===== src/sv/tbrp_pkg.sv =====
`default_nettype none

package tbrp_pkg;

	localparam int NUM_BUFFERS  = 5;
	localparam int BUFFER_BYTES = 64;

	localparam int IDX_W     = $clog2(NUM_BUFFERS);
	localparam int FILL_W    = $clog2(BUFFER_BYTES + 1);
	localparam int MEM_DEPTH = NUM_BUFFERS * BUFFER_BYTES;
	localparam int ADDR_W    = $clog2(MEM_DEPTH);
	// fill plus message length, wide enough for the room check
	localparam int SUM_W     = $clog2(BUFFER_BYTES + 256) + 1;

	localparam int IN_DATA_W  = 16;
	localparam int OUT_DATA_W = 24;

	typedef enum logic [1:0] {
		OP_HDR = 2'd0,
		OP_PAY = 2'd1,
		OP_TX  = 2'd2,
		OP_NOP = 2'd3
	} op_t;

	typedef enum logic [1:0] {
		BUF_NEW     = 2'd0,
		BUF_READY   = 2'd1,
		BUF_FULL    = 2'd2,
		BUF_SENDING = 2'd3
	} buf_state_t;

	typedef enum logic [3:0] {
		CMD_NONE,
		CMD_LOAD,
		CMD_HDR_OPEN,
		CMD_HDR_DROP,
		CMD_HDR_PLACE,
		CMD_LAUNCH_STEP,
		CMD_PAYLOAD,
		CMD_TX_READ,
		CMD_TX_STOP,
		CMD_TX_BYTE
	} cmd_t;

	typedef struct packed {
		cmd_t cmd;
	} dp_cmd_t;

	typedef struct packed {
		op_t  op;
		logic w_open;       // write buffer is new or ready
		logic sending;
		logic launch_more;  // read buffer is full and empty: release and go on
		logic tx_ok;        // a stored byte is left to send
		logic tx_end;       // the byte being sent is the last of its buffer
	} dp_status_t;

	function automatic logic [IDX_W-1:0] next_idx(input logic [IDX_W-1:0] i);
		return (i == IDX_W'(NUM_BUFFERS - 1)) ? '0 : i + 1'b1;
	endfunction

endpackage

`default_nettype wire


===== src/sv/tbrp_dp.sv =====
`default_nettype none

module tbrp_dp (
	input  wire logic                           clk,
	input  wire logic                           arst_n,
	input  wire tbrp_pkg::dp_cmd_t              cmd,
	output tbrp_pkg::dp_status_t                status,
	input  wire logic [1:0]                     item_op,
	input  wire logic [tbrp_pkg::IN_DATA_W-1:0] item_data,
	output logic [tbrp_pkg::OUT_DATA_W-1:0]     res_data,
	output logic                                res_tx_valid,
	output logic                                res_tx_last
);

	// item under work
	tbrp_pkg::op_t op_q;
	logic [7:0]    len_q;
	logic [7:0]    data_q;

	// ring state
	tbrp_pkg::buf_state_t             stat_q [tbrp_pkg::NUM_BUFFERS];
	logic [tbrp_pkg::FILL_W-1:0]      fill_q [tbrp_pkg::NUM_BUFFERS];
	logic [tbrp_pkg::IDX_W-1:0]       wr_idx_q;
	logic [tbrp_pkg::IDX_W-1:0]       rd_idx_q;
	logic                             sending_q;
	logic [tbrp_pkg::FILL_W-1:0]      send_off_q;
	logic [tbrp_pkg::IDX_W-1:0]       pend_buf_q;
	logic [tbrp_pkg::FILL_W-1:0]      pend_off_q;
	logic [7:0]                       pend_left_q;
	logic [7:0]                       drop_q;

	// result
	logic acc_q;
	logic txv_q;
	logic txl_q;

	// byte store
	logic [7:0] mem [tbrp_pkg::MEM_DEPTH];
	logic [7:0] rdata_q;

	logic [tbrp_pkg::IDX_W-1:0]  w;
	logic [tbrp_pkg::IDX_W-1:0]  wn;
	logic [tbrp_pkg::IDX_W-1:0]  r;
	logic                        room_w;
	logic                        room_wn;
	logic                        launch_go;
	logic                        launch_more;
	logic [tbrp_pkg::ADDR_W-1:0] wr_addr;
	logic [tbrp_pkg::ADDR_W-1:0] rd_addr;
	logic                        pay_ok;

	always_comb begin
		w  = wr_idx_q;
		wn = tbrp_pkg::next_idx(wr_idx_q);
		r  = rd_idx_q;
		room_w  = (tbrp_pkg::SUM_W'(fill_q[w]) + tbrp_pkg::SUM_W'(len_q))
			< tbrp_pkg::SUM_W'(tbrp_pkg::BUFFER_BYTES);
		room_wn = (tbrp_pkg::SUM_W'(fill_q[wn]) + tbrp_pkg::SUM_W'(len_q))
			< tbrp_pkg::SUM_W'(tbrp_pkg::BUFFER_BYTES);
		launch_go   = (stat_q[r] == tbrp_pkg::BUF_FULL) && (fill_q[r] != '0);
		launch_more = (stat_q[r] == tbrp_pkg::BUF_FULL) && (fill_q[r] == '0);
		pay_ok = (pend_left_q != '0)
			&& (pend_off_q < tbrp_pkg::FILL_W'(tbrp_pkg::BUFFER_BYTES));
		wr_addr = tbrp_pkg::ADDR_W'(pend_buf_q) * tbrp_pkg::ADDR_W'(tbrp_pkg::BUFFER_BYTES)
			+ tbrp_pkg::ADDR_W'(pend_off_q);
		rd_addr = tbrp_pkg::ADDR_W'(r) * tbrp_pkg::ADDR_W'(tbrp_pkg::BUFFER_BYTES)
			+ tbrp_pkg::ADDR_W'(send_off_q);

		status.op          = op_q;
		status.w_open      = stat_q[w] inside {tbrp_pkg::BUF_NEW, tbrp_pkg::BUF_READY};
		status.sending     = sending_q;
		status.launch_more = launch_more;
		status.tx_ok       = (send_off_q < fill_q[r])
			&& (send_off_q < tbrp_pkg::FILL_W'(tbrp_pkg::BUFFER_BYTES));
		status.tx_end      = (send_off_q + 1'b1) >= fill_q[r];
	end

	// item and result registers
	always_ff @(posedge clk) begin
		case (cmd.cmd)
			tbrp_pkg::CMD_LOAD: begin
				op_q   <= tbrp_pkg::op_t'(item_op);
				len_q  <= item_data[7:0];
				data_q <= item_data[15:8];
				acc_q  <= 1'b0;
				txv_q  <= 1'b0;
				txl_q  <= 1'b0;
			end
			tbrp_pkg::CMD_HDR_PLACE: begin
				acc_q <= room_w || ((stat_q[wn] == tbrp_pkg::BUF_NEW) && room_wn);
			end
			tbrp_pkg::CMD_TX_BYTE: begin
				txv_q <= 1'b1;
				txl_q <= status.tx_end;
			end
			default: begin
			end
		endcase
	end

	// byte store: one write and one registered read port
	always_ff @(posedge clk) begin
		if (cmd.cmd == tbrp_pkg::CMD_PAYLOAD && pay_ok) begin
			mem[wr_addr] <= data_q;
		end
		if (cmd.cmd == tbrp_pkg::CMD_TX_READ) begin
			rdata_q <= mem[rd_addr];
		end
	end

	always_ff @(posedge clk or negedge arst_n) begin
		if (!arst_n) begin
			for (int i = 0; i < tbrp_pkg::NUM_BUFFERS; i++) begin
				stat_q[i] <= tbrp_pkg::BUF_NEW;
				fill_q[i] <= '0;
			end
			wr_idx_q    <= '0;
			rd_idx_q    <= '0;
			sending_q   <= 1'b0;
			send_off_q  <= '0;
			pend_buf_q  <= '0;
			pend_off_q  <= '0;
			pend_left_q <= '0;
			drop_q      <= '0;
		end else begin
			case (cmd.cmd)
				tbrp_pkg::CMD_HDR_OPEN: begin
					pend_left_q <= '0;
					stat_q[w]   <= tbrp_pkg::BUF_READY;
				end
				tbrp_pkg::CMD_HDR_DROP: begin
					pend_left_q <= '0;
					drop_q      <= drop_q + 1'b1;
				end
				tbrp_pkg::CMD_HDR_PLACE: begin
					if (room_w) begin
						pend_buf_q  <= w;
						pend_off_q  <= fill_q[w];
						pend_left_q <= len_q;
					end else begin
						stat_q[w] <= tbrp_pkg::BUF_FULL;
						wr_idx_q  <= wn;
						if (stat_q[wn] == tbrp_pkg::BUF_NEW && room_wn) begin
							pend_buf_q  <= wn;
							pend_off_q  <= fill_q[wn];
							pend_left_q <= len_q;
							stat_q[wn]  <= tbrp_pkg::BUF_READY;
						end else begin
							drop_q <= drop_q + 1'b1;
						end
					end
				end
				tbrp_pkg::CMD_LAUNCH_STEP: begin
					if (launch_go) begin
						stat_q[r]  <= tbrp_pkg::BUF_SENDING;
						sending_q  <= 1'b1;
						send_off_q <= '0;
					end else if (launch_more) begin
						stat_q[r] <= tbrp_pkg::BUF_NEW;
						fill_q[r] <= '0;
						rd_idx_q  <= tbrp_pkg::next_idx(r);
					end
				end
				tbrp_pkg::CMD_PAYLOAD: begin
					if (pay_ok) begin
						pend_off_q          <= pend_off_q + 1'b1;
						fill_q[pend_buf_q]  <= pend_off_q + 1'b1;
						pend_left_q         <= pend_left_q - 1'b1;
					end else begin
						pend_left_q <= '0;
					end
				end
				tbrp_pkg::CMD_TX_STOP: begin
					sending_q  <= 1'b0;
					send_off_q <= '0;
				end
				tbrp_pkg::CMD_TX_BYTE: begin
					if (status.tx_end) begin
						if (stat_q[r] != tbrp_pkg::BUF_SENDING) begin
							drop_q <= drop_q + 1'b1;
						end
						stat_q[r]  <= tbrp_pkg::BUF_NEW;
						fill_q[r]  <= '0;
						sending_q  <= 1'b0;
						send_off_q <= '0;
						rd_idx_q   <= tbrp_pkg::next_idx(r);
					end else begin
						send_off_q <= send_off_q + 1'b1;
					end
				end
				default: begin
				end
			endcase
		end
	end

	// fields from bit 0: accepted, tx_byte, loss_count, zero fill
	assign res_data = {7'b0, drop_q, (txv_q ? rdata_q : 8'h00), acc_q};
	assign res_tx_valid = txv_q;
	assign res_tx_last  = txl_q;

`ifndef SYNTH
	a_send_owner: assert property (@(posedge clk) disable iff (!arst_n)
		sending_q |-> stat_q[rd_idx_q] == tbrp_pkg::BUF_SENDING)
		else $error("transmitter busy without a sending buffer");

	a_idx_range: assert property (@(posedge clk) disable iff (!arst_n)
		(wr_idx_q < tbrp_pkg::IDX_W'(tbrp_pkg::NUM_BUFFERS))
		&& (rd_idx_q < tbrp_pkg::IDX_W'(tbrp_pkg::NUM_BUFFERS)))
		else $error("ring pointer out of range");

	a_drop_step: assert property (@(posedge clk) disable iff (!arst_n)
		(drop_q != $past(drop_q)) |-> (drop_q == $past(drop_q) + 8'd1))
		else $error("loss counter jumped");
`endif

endmodule

`default_nettype wire


===== src/sv/tbrp_ctrl.sv =====
`default_nettype none

module tbrp_ctrl (
	input  wire logic                 clk,
	input  wire logic                 arst_n,
	input  wire logic                 in_valid,
	output logic                      in_ready,
	output logic                      out_valid,
	input  wire logic                 out_ready,
	input  wire tbrp_pkg::dp_status_t status,
	output tbrp_pkg::dp_cmd_t         cmd
);

	typedef enum logic [5:0] {
		S_IDLE   = 6'b000001,
		S_EXEC   = 6'b000010,
		S_LAUNCH = 6'b000100,
		S_HDR    = 6'b001000,
		S_TXRD   = 6'b010000,
		S_OUT    = 6'b100000
	} state_t;

	state_t                     state_q;
	state_t                     state_d;
	logic                       ret_hdr_q;  // after launch, finish a header
	logic [tbrp_pkg::IDX_W-1:0] lcnt_q;     // releases done in this launch

	always_comb begin
		state_d   = state_q;
		cmd.cmd   = tbrp_pkg::CMD_NONE;
		in_ready  = 1'b0;
		out_valid = 1'b0;
		case (state_q)
			S_IDLE: begin
				in_ready = 1'b1;
				if (in_valid) begin
					cmd.cmd = tbrp_pkg::CMD_LOAD;
					state_d = S_EXEC;
				end
			end
			S_EXEC: begin
				state_d = S_OUT;
				case (status.op)
					tbrp_pkg::OP_HDR: begin
						if (status.w_open) begin
							cmd.cmd = tbrp_pkg::CMD_HDR_OPEN;
							state_d = status.sending ? S_HDR : S_LAUNCH;
						end else begin
							cmd.cmd = tbrp_pkg::CMD_HDR_DROP;
						end
					end
					tbrp_pkg::OP_PAY: begin
						cmd.cmd = tbrp_pkg::CMD_PAYLOAD;
					end
					tbrp_pkg::OP_TX: begin
						if (status.sending && status.tx_ok) begin
							cmd.cmd = tbrp_pkg::CMD_TX_READ;
							state_d = S_TXRD;
						end else if (status.sending) begin
							cmd.cmd = tbrp_pkg::CMD_TX_STOP;
						end
					end
					default: begin
					end
				endcase
			end
			S_LAUNCH: begin
				cmd.cmd = tbrp_pkg::CMD_LAUNCH_STEP;
				if (!status.launch_more
					|| lcnt_q == tbrp_pkg::IDX_W'(tbrp_pkg::NUM_BUFFERS - 1)) begin
					state_d = ret_hdr_q ? S_HDR : S_OUT;
				end
			end
			S_HDR: begin
				cmd.cmd = tbrp_pkg::CMD_HDR_PLACE;
				state_d = S_OUT;
			end
			S_TXRD: begin
				cmd.cmd = tbrp_pkg::CMD_TX_BYTE;
				state_d = status.tx_end ? S_LAUNCH : S_OUT;
			end
			S_OUT: begin
				out_valid = 1'b1;
				if (out_ready) begin
					state_d = S_IDLE;
				end
			end
			default: begin
				state_d = S_IDLE;
			end
		endcase
	end

	always_ff @(posedge clk or negedge arst_n) begin
		if (!arst_n) begin
			state_q   <= S_IDLE;
			ret_hdr_q <= 1'b0;
			lcnt_q    <= '0;
		end else begin
			state_q <= state_d;
			if (state_d == S_LAUNCH && state_q != S_LAUNCH) begin
				lcnt_q    <= '0;
				ret_hdr_q <= (state_q == S_EXEC);
			end else if (state_q == S_LAUNCH) begin
				lcnt_q <= lcnt_q + 1'b1;
			end
		end
	end

`ifndef SYNTH
	a_launch_bound: assert property (@(posedge clk) disable iff (!arst_n)
		(state_q == S_LAUNCH) |-> (lcnt_q < tbrp_pkg::IDX_W'(tbrp_pkg::NUM_BUFFERS)))
		else $error("launch ran past the ring");

	a_hdr_after_launch: assert property (@(posedge clk) disable iff (!arst_n)
		(state_q == S_HDR) |-> ($past(state_q) == S_EXEC || $past(state_q) == S_LAUNCH))
		else $error("header placement entered from a wrong step");

	a_state_onehot: assert property (@(posedge clk) disable iff (!arst_n)
		$onehot(state_q))
		else $error("controller state not one-hot");
`endif

endmodule

`default_nettype wire


===== src/sv/transmit_buffer_ring_packer.sv =====
`default_nettype none

// Transmit buffer ring packer. Messages are packed into a ring of
// tbrp_pkg::NUM_BUFFERS buffers of tbrp_pkg::BUFFER_BYTES bytes. Each
// request on the slave side carries an opcode in s_tuser: a header
// (msg_len) reserves room for a message, payload requests (data_byte) store
// its bytes, and transmit requests hand out the bytes of the full buffer
// being sent. Every request yields exactly one result on the master side;
// loss_count reports the wrapping count of dropped messages. The block works
// on one request at a time. A payload request, an opcode-3 request, a
// transmit request with nothing to send and a header whose write buffer
// is full or sending go straight to their result. Any other header marks
// its write buffer ready and then tries to place the message; a transmit
// request that hands out a byte first does a registered read of the byte
// store. A header that finds the transmitter idle and its write buffer
// open, and the last byte of a buffer, both run the launch sequencer,
// which releases in turn each empty full buffer it meets, at most
// NUM_BUFFERS of them, and starts sending a full buffer that holds bytes
// if it reaches one. The next request can be taken the cycle after the
// result is taken. No clearing pass follows reset: the byte store is only
// read where it was written.
module transmit_buffer_ring_packer (
	input  wire logic                            clk,
	input  wire logic                            arst_n,
	input  wire logic                            s_tvalid,
	output logic                                 s_tready,
	input  wire logic [tbrp_pkg::IN_DATA_W-1:0]  s_tdata,  // msg_len, data_byte
	input  wire logic [1:0]                      s_tuser,  // opcode
	output logic                                 m_tvalid,
	input  wire logic                            m_tready,
	output logic [tbrp_pkg::OUT_DATA_W-1:0]      m_tdata,  // accepted, tx_byte, loss_count
	output logic                                 m_tuser,  // tx_valid
	output logic                                 m_tlast   // tx_last
);

	tbrp_pkg::dp_cmd_t    cmd;
	tbrp_pkg::dp_status_t status;

	// sequence each request through the datapath
	tbrp_ctrl u_ctrl (
		.clk       (clk),
		.arst_n    (arst_n),
		.in_valid  (s_tvalid),
		.in_ready  (s_tready),
		.out_valid (m_tvalid),
		.out_ready (m_tready),
		.status    (status),
		.cmd       (cmd)
	);

	// ring state, byte store and result registers
	tbrp_dp u_dp (
		.clk          (clk),
		.arst_n       (arst_n),
		.cmd          (cmd),
		.status       (status),
		.item_op      (s_tuser),
		.item_data    (s_tdata),
		.res_data     (m_tdata),
		.res_tx_valid (m_tuser),
		.res_tx_last  (m_tlast)
	);

endmodule

`default_nettype wire

===== config.mk =====
export PLATFORM = sky130hd
export DESIGN_NAME = transmit_buffer_ring_packer
export DESIGN_NICKNAME = d
export VERILOG_FILES = /design/src/sv/tbrp_pkg.sv /design/src/sv/tbrp_dp.sv /design/src/sv/tbrp_ctrl.sv /design/src/sv/transmit_buffer_ring_packer.sv
export SDC_FILE = /design/constraint.sdc
export NUM_CORES = 2
export LEC_CHECK = 0
export CAP_MARGIN = 20
export CORE_MARGIN = 4
export CORE_UTILIZATION = 35
export DETAILED_ROUTE_END_ITERATION = 10
export DONT_BUFFER_PORTS = 1
export MAX_ROUTING_LAYER = met4
export PLACE_DENSITY = 0.54
export SLEW_MARGIN = 20
export SYNTH_ARGS = -nofsm -noshare
export SYNTH_HDL_FRONTEND = slang
export SYNTH_HIERARCHICAL = 1
export SYNTH_SLANG_ARGS = --single-unit

===== constraint.sdc =====
create_clock -name clk -period 8.7 [get_ports clk]
set_input_delay 0.87 -clock clk [delete_from_list [all_inputs] [get_ports clk]]
set_output_delay 0.87 -clock clk [all_outputs]
set_load 0.05 [all_outputs]

Word level (Yosys, flattened, before mapping)
Memories as Yosys holds them, arrays and structs flattened. A register that Yosys moved wholly into a read port is not among the register bits.
Index checks and enable logic that the tools add are counted.
- RAM bits: 2560
- register bits after elaboration: 116
- logic and storage cells: 244
- input bits: 22
- memories kept: 1
- reduce and logical (&&, ||, !) cells: 44
- muxes and demuxes: 93
- eq/ne operators: 35
- $add $sub $neg: 11
- magnitude comparators: 14
- bitwise gates (word level): 19
- memory list (memory ; depth ; bits a word ; read ports ; clocked after memory_dff ; write ports ; line ; source):
    u_dp.mem ; 320 ; 8 ; 1 ; 1 ; 1 ; tbrp_dp.sv:38 ; logic [7:0] mem [tbrp_pkg::MEM_DEPTH];
- operators with widths (cell ; count):
    $mux W35 ; 4
    $pmux W35 S3 ; 1
    $mux W7 ; 13
    $mux W8 ; 8
    $bmux W7 S3 ; 3
    $mux W10 ; 5
    $pmux W8 S3 ; 2
    $demux W7 S3 ; 2
    $mux W6 ; 7
    $pmux W10 S4 ; 1
    $pmux W6 S6 ; 1
    $and A35 B35 Y35 ; 1
    $bwmux W35 ; 1
    $not A35 Y35 ; 1
    $mux W3 ; 9
    $pmux W7 S3 ; 1
    $lt A10 B7 Y1 const B ; 2
    $pmux W4 S5 ; 1
    $add A7 B8 Y9 ; 2
    $add A9 B7 Y9 ; 2
    $bmux W2 S3 ; 3
    $demux W2 S3 ; 3
    $mux W2 ; 9
    $eq A4 B3 Y1 const B ; 4
    other kinds (56) ; 130

Depth between registers and ports, before layout
- depth after elaboration: 14
- depth in mapped cells: 26
- mapped depth without buffers: 23

By module
Netlist, hierarchy kept.
- modules (own cells, without submodules) (module ; cells an instance ; instances ; area an instance (um^2)):
    tbrp_dp ; 5691 ; 1 ; 106534.7
    tbrp_ctrl ; 83 ; 1 ; 726.9

Worst setup path after synthesis
OpenSTA, ideal clock, no wires.
- path type: flip-flop to flip-flop
- start: register u_dp.rd_idx_q, in the netlist u_dp/r[1]
- end: memory u_dp.mem[267][0], enable pin
- path buffers: 5
- setup slack: 2.810 ns
- stages on the path, launching flop included: 25
- required time: 8.330 ns
- period minus slack after synthesis: 5.890 ns
- arrival: 5.520 ns
- cells stage by stage: dfrtp_1 > buf_4 > buf_6 > nor3b_2 > a21oi_1 > ha_1 > nor2b_1 > o21a_1 > o21a_1 > o21a_1 > o21ai_0 > nand2b_1 > a211oi_1 > nand3_1 > mux2i_1 > a31oi_1 > nor4_1 > clkbuf_1 > nor2b_1 > nand3_1 > a311oi_1 > clkbuf_1 > nand3_1 > clkbuf_1 > nor2_1
- RTL lines (item ; line ; source):
    start: declaration ; tbrp_dp.sv:24 ; logic [tbrp_pkg::IDX_W-1:0] rd_idx_q;
    start signal: assignment ; tbrp_dp.sv:161 ; rd_idx_q <= tbrp_pkg::next_idx(r);
    start signal: assignment ; tbrp_dp.sv:186 ; rd_idx_q <= tbrp_pkg::next_idx(r);
    end: declaration ; tbrp_dp.sv:38 ;

==> flow_metrics.py <==
metrics = {
    "routing": {
        "detail_route.vias_per_cell": 5.59,
        "routed_wl_um": 297000,
        "routedWlPerCell_um": 29.3,
        "wl_met3_um": 22000,
        "drt-initial-drc-count": 6526,
        "first_pass_iters": 6,
        "routed.top_layer": "met4",
        "drt-met1-wl_um": 125000,
        "drc": 0,
        "met2_length_um": 142000,
        "via_count": 56700,
        "ant_nets": 0,
    },
    "power_and_ir_drop": {
        "seqPwrFrac_pct": 50.9,
        "power_mw": 30.0,
        "p_int_mw": 22.7,
        "p_clk_share_pct": 40.6,
        "ir_worst_vdd_uv": 198,
        "p_leak_nw": 36.2,
        "switchingPower_mw": 7.33,
        "switching_share_pct": 24.4,
        "power.density_mw_per_mm2": 247,
        "p_comb_share_pct": 8.5,
    },
    "cts": {
        "cts-resized-gates": 0,
        "cts_buffer_depth": 4,
        "clock-sinks": 2684,
        "path_clk_slew_ps": 60,
        "tritoncts": "built",
        "h-tree-depth": 5,
        "clock_latency_ps": 860,
        "clockRootBuffer": "clkbuf_16",
        "cts_made_buffers": 284,
    },
    "worst_hold_path": {
        "holdPathEnd": "u_dp/len_q[7]",
        "hp-start": "s_tdata[7]",
        "hold_depth": 0,
        "holdCritPathClass": "input port to flip-flop",
    },
    "die": {
        "dieHeight_um": 562,
        "core.rowCount": 202,
        "io_pins": 50,
        "initial_core_util_pct": 35.3,
        "die_x_um": 562,
        "dieArea_mm2": 0.315,
        "core_mm2": 0.304,
    },
    "timing": {
        "finalCritPeriodShare_pct": 90.9,
        "max_freq_mhz": 126,
        "worst_pin_slew_ps": 1290,
        "hold_viol": 0,
        "finalSetupViolations": 0,
        "fin_worst_skew_ps": 72.2,
        "setup_tns_ps": 0,
        "rsz0062_at_grt": "false",
        "relSlewSlack_pct": 14.0,
        "min_period_ps": 7910,
        "slew_viol_final": 0,
    },
    "worst_setup_path": {
        "cp-start-kind": "flip-flop",
        "worst_ep_arrival_time_ps": 8380,
        "cp_cell_sequence": "mux2i_1, o21ai_0, o21ai_0, ha_1, o21a_1, o21a_1, o21a_1, o21ai_0, nand2b_1, a211oi_1, nand3_1, mux2i_1, a31oi_1, nor4_1, buf_4, nor2b_1, nand3_1, buf_4, a311o_1, nor3_1, nand2_1, buf_4, nor2_1",
        "cp-end-kind": "flip-flop",
        "critPathRequiredTime_ps": 9170,
        "cp_slowest_cell": "o21ai_0",
        "max_stage_delay_ps": 720,
        "ff2ff_path_depth": 23,
        "crit_fanout": 23,
        "crit_type": "flip-flop to flip-flop",
        "r2r-end": "u_dp/mem[208][4]",
        "timing.rr.start": "u_dp/r[1]",
        "r2r_setup_slack_ps": 790,
    },
    "run_status": {
        "status": "finished clean",
    },
    "global_route": {
        "grt_overflow": 0,
        "antenna_found_initial": 9,
        "grt_max_degree": 193,
        "grt_pass1_wl_um": 425000,
        "first_global_vias": 56400,
        "track_usage_pct": 18.9,
    },
    "synth": {
        "syn_area_per_cell_um2": 18.6,
        "syn_inst": 5774,
        "netlist_area_mm2": 0.107,
        "ys_ff_latch": 2684,
        "synth_edf_count": 2589,
        "ys_warn_count": 6,
        "ys.flop_type": "edfxtp_1",
        "async_flop_share_pct": 3.54,
        "synth_seq_area_share_pct": 74.7,
        "ys_types": 88,
    },
    "finish": {
        "drive_gt1_share_pct": 18.4,
        "fill_cells": 26800,
        "final_area_mm2": 0.122,
        "nets": 5908,
        "layout_commonest_cell": "edfxtp_1",
        "layout_common_cells": "edfxtp_1 (2589), mux4_2 (491), nor2_1 (412)",
        "area.growth.synth_to_final_pct": 13.3,
        "final_util_pct": 40.0,
    },
    "placed_design": {
        "io_buffers": 0,
        "place_area_mm2": 0.112,
        "place_hpwl_um": 182000,
        "place_congestion": 0.869,
    },
    "flow_run": {
        "max-cap-violations": 0,
    },
}
[routing by layer]
layer  global-route usage [%]  vias up
met5                        -        -
met3                     2.97      443
met4                     5.15        0
met1                     25.9    30000
li1                         -    23700
met2                     29.6     2551
[layout make-up]
class	instances	area, um2	area share [%]
clock buffer	338	7570	6.23
timing repair buffer	128	1180	0.970
multi-input combinational	2714	25600	21.1
tap	4080	5100	4.20
inverter	30	113	0.0927
sequential	2684	80100	65.9
antenna	5	12.5	0.0103
clock inverter	161	1760	1.45
[power groups by stage]
stage | logic, mW | clock network, mW | registers (mW)
after floorplan | 0.785 | 0 | 16.2
after global placement | 2.57 | 0 | 15.6
after detailed placement | 2.60 | 0 | 15.6
after CTS | 2.59 | 12.4 | 15.3
after global routing | 2.73 | 13.1 | 15.3
final | 2.55 | 12.2 | 15.3
[cells by family after synthesis]
kind of cell               share of synthesized area (%)
DFF                                                 74.7
and+or+nand+nor                                     4.13
muxes                                               14.0
AOI/OAI and AO/OA                                   4.88
buffers and inverters                               1.56
adders and majority gates                          0.513
xor gates and xnor gates                           0.171
other                                            0.00350
[how the worst max path moves through the flow]
stage                   start          endpoint  slack, ps  depth (start not counted)
floorplan           u_dp/r[1]  u_dp/mem[267][0]       2810                         24
global placement    u_dp/r[1]  u_dp/mem[208][6]        710                         23
detailed placement  u_dp/r[1]  u_dp/mem[208][5]        770                         23
CTS                 u_dp/r[1]  u_dp/mem[208][4]        780                         23
global route        u_dp/r[1]  u_dp/mem[208][4]        220                         23
finish              u_dp/r[1]  u_dp/mem[208][4]        790                         23
[stage by stage]
stage / instances / setup slack (ps) / hold slack, ps
finish: 10100 / 790 / 131
detailed placement: 9633 / 768 / 473
CTS: 10100 / 776 / 59.8
global placement: 9632 / 709 / 463
global route: 10100 / 224 / 86.7
floorplan: 5780 / 2810 / 445
[registers in the layout, summed over array words and instances, names as in the netlist]
signal	count
u_ctrl/ret_hdr_q	1
u_dp/pend_off_q	7
u_dp/len_q	8
u_dp/op_q	2
u_dp/rdata_q	8
u_dp/drop_q	8
u_dp/pend_left_q	8
u_dp/acc_q	1
u_dp/res_tx_valid	1
u_dp/res_tx_last	1
u_dp/w	3
u_dp/pend_buf_q	3
u_dp/send_off_q	7
u_ctrl/state_q	6
u_dp/fill_q	35
u_dp/stat_q	10
u_dp/r	3
u_dp/sending_q	1
u_dp/data_q	8
u_ctrl/lcnt_q	3
u_dp/mem	2560
[worst max-delay path: cells and delay by family (launching register included)]
family,cells,cell delay (ps)
AOI/OAI and AO/OA,9,2470
buffers and inverters,3,950
adders and majority gates,1,380
DFF,1,630
and+or+nand+nor,8,2640
muxes,2,410
[cells in the mapped netlist, types with 11 or more instances]
| master | number | share of area, % |
|---|---|---|
| nand2b_1 | 22 | 0.13 |
| a22o_1 | 17 | 0.14 |
| o22ai_1 | 83 | 0.48 |
| and3_1 | 11 | 0.064 |
| buf_2 | 99 | 0.46 |
| ha_1 | 44 | 0.51 |
| nand4_1 | 35 | 0.20 |
| clkbuf_1 | 183 | 0.64 |
| and2_1 | 17 | 0.099 |
| xor2_1 | 13 | 0.11 |
| a211oi_1 | 11 | 0.077 |
| nor4_1 | 14 | 0.082 |
| nor2_1 | 416 | 1.5 |
| dfrtp_1 | 94 | 2.2 |
| nand3_1 | 85 | 0.40 |
| a21oi_1 | 135 | 0.63 |
| mux4_2 | 491 | 10 |
| inv_1 | 27 | 0.094 |
| buf_1 | 49 | 0.17 |
| o211ai_1 | 45 | 0.31 |
| nor2b_1 | 21 | 0.12 |
| nor3_1 | 41 | 0.19 |
| edfxtp_1 | 2589 | 72 |
| nand2_1 | 242 | 0.85 |
| a22oi_1 | 175 | 1.2 |
| o21ai_0 | 140 | 0.65 |
| a221oi_1 | 50 | 0.41 |
| mux2i_1 | 391 | 3.6 |
| buf_4 | 14 | 0.098 |
| a31oi_1 | 28 | 0.16 |
[repair_timing]
action                                 in CTS  in global routing
buffers inserted                            0                  0
endpoints found under the hold margin      95                  0
hold buffers                                2                  0
Note: power is estimated with default switching activity, not from simulation.
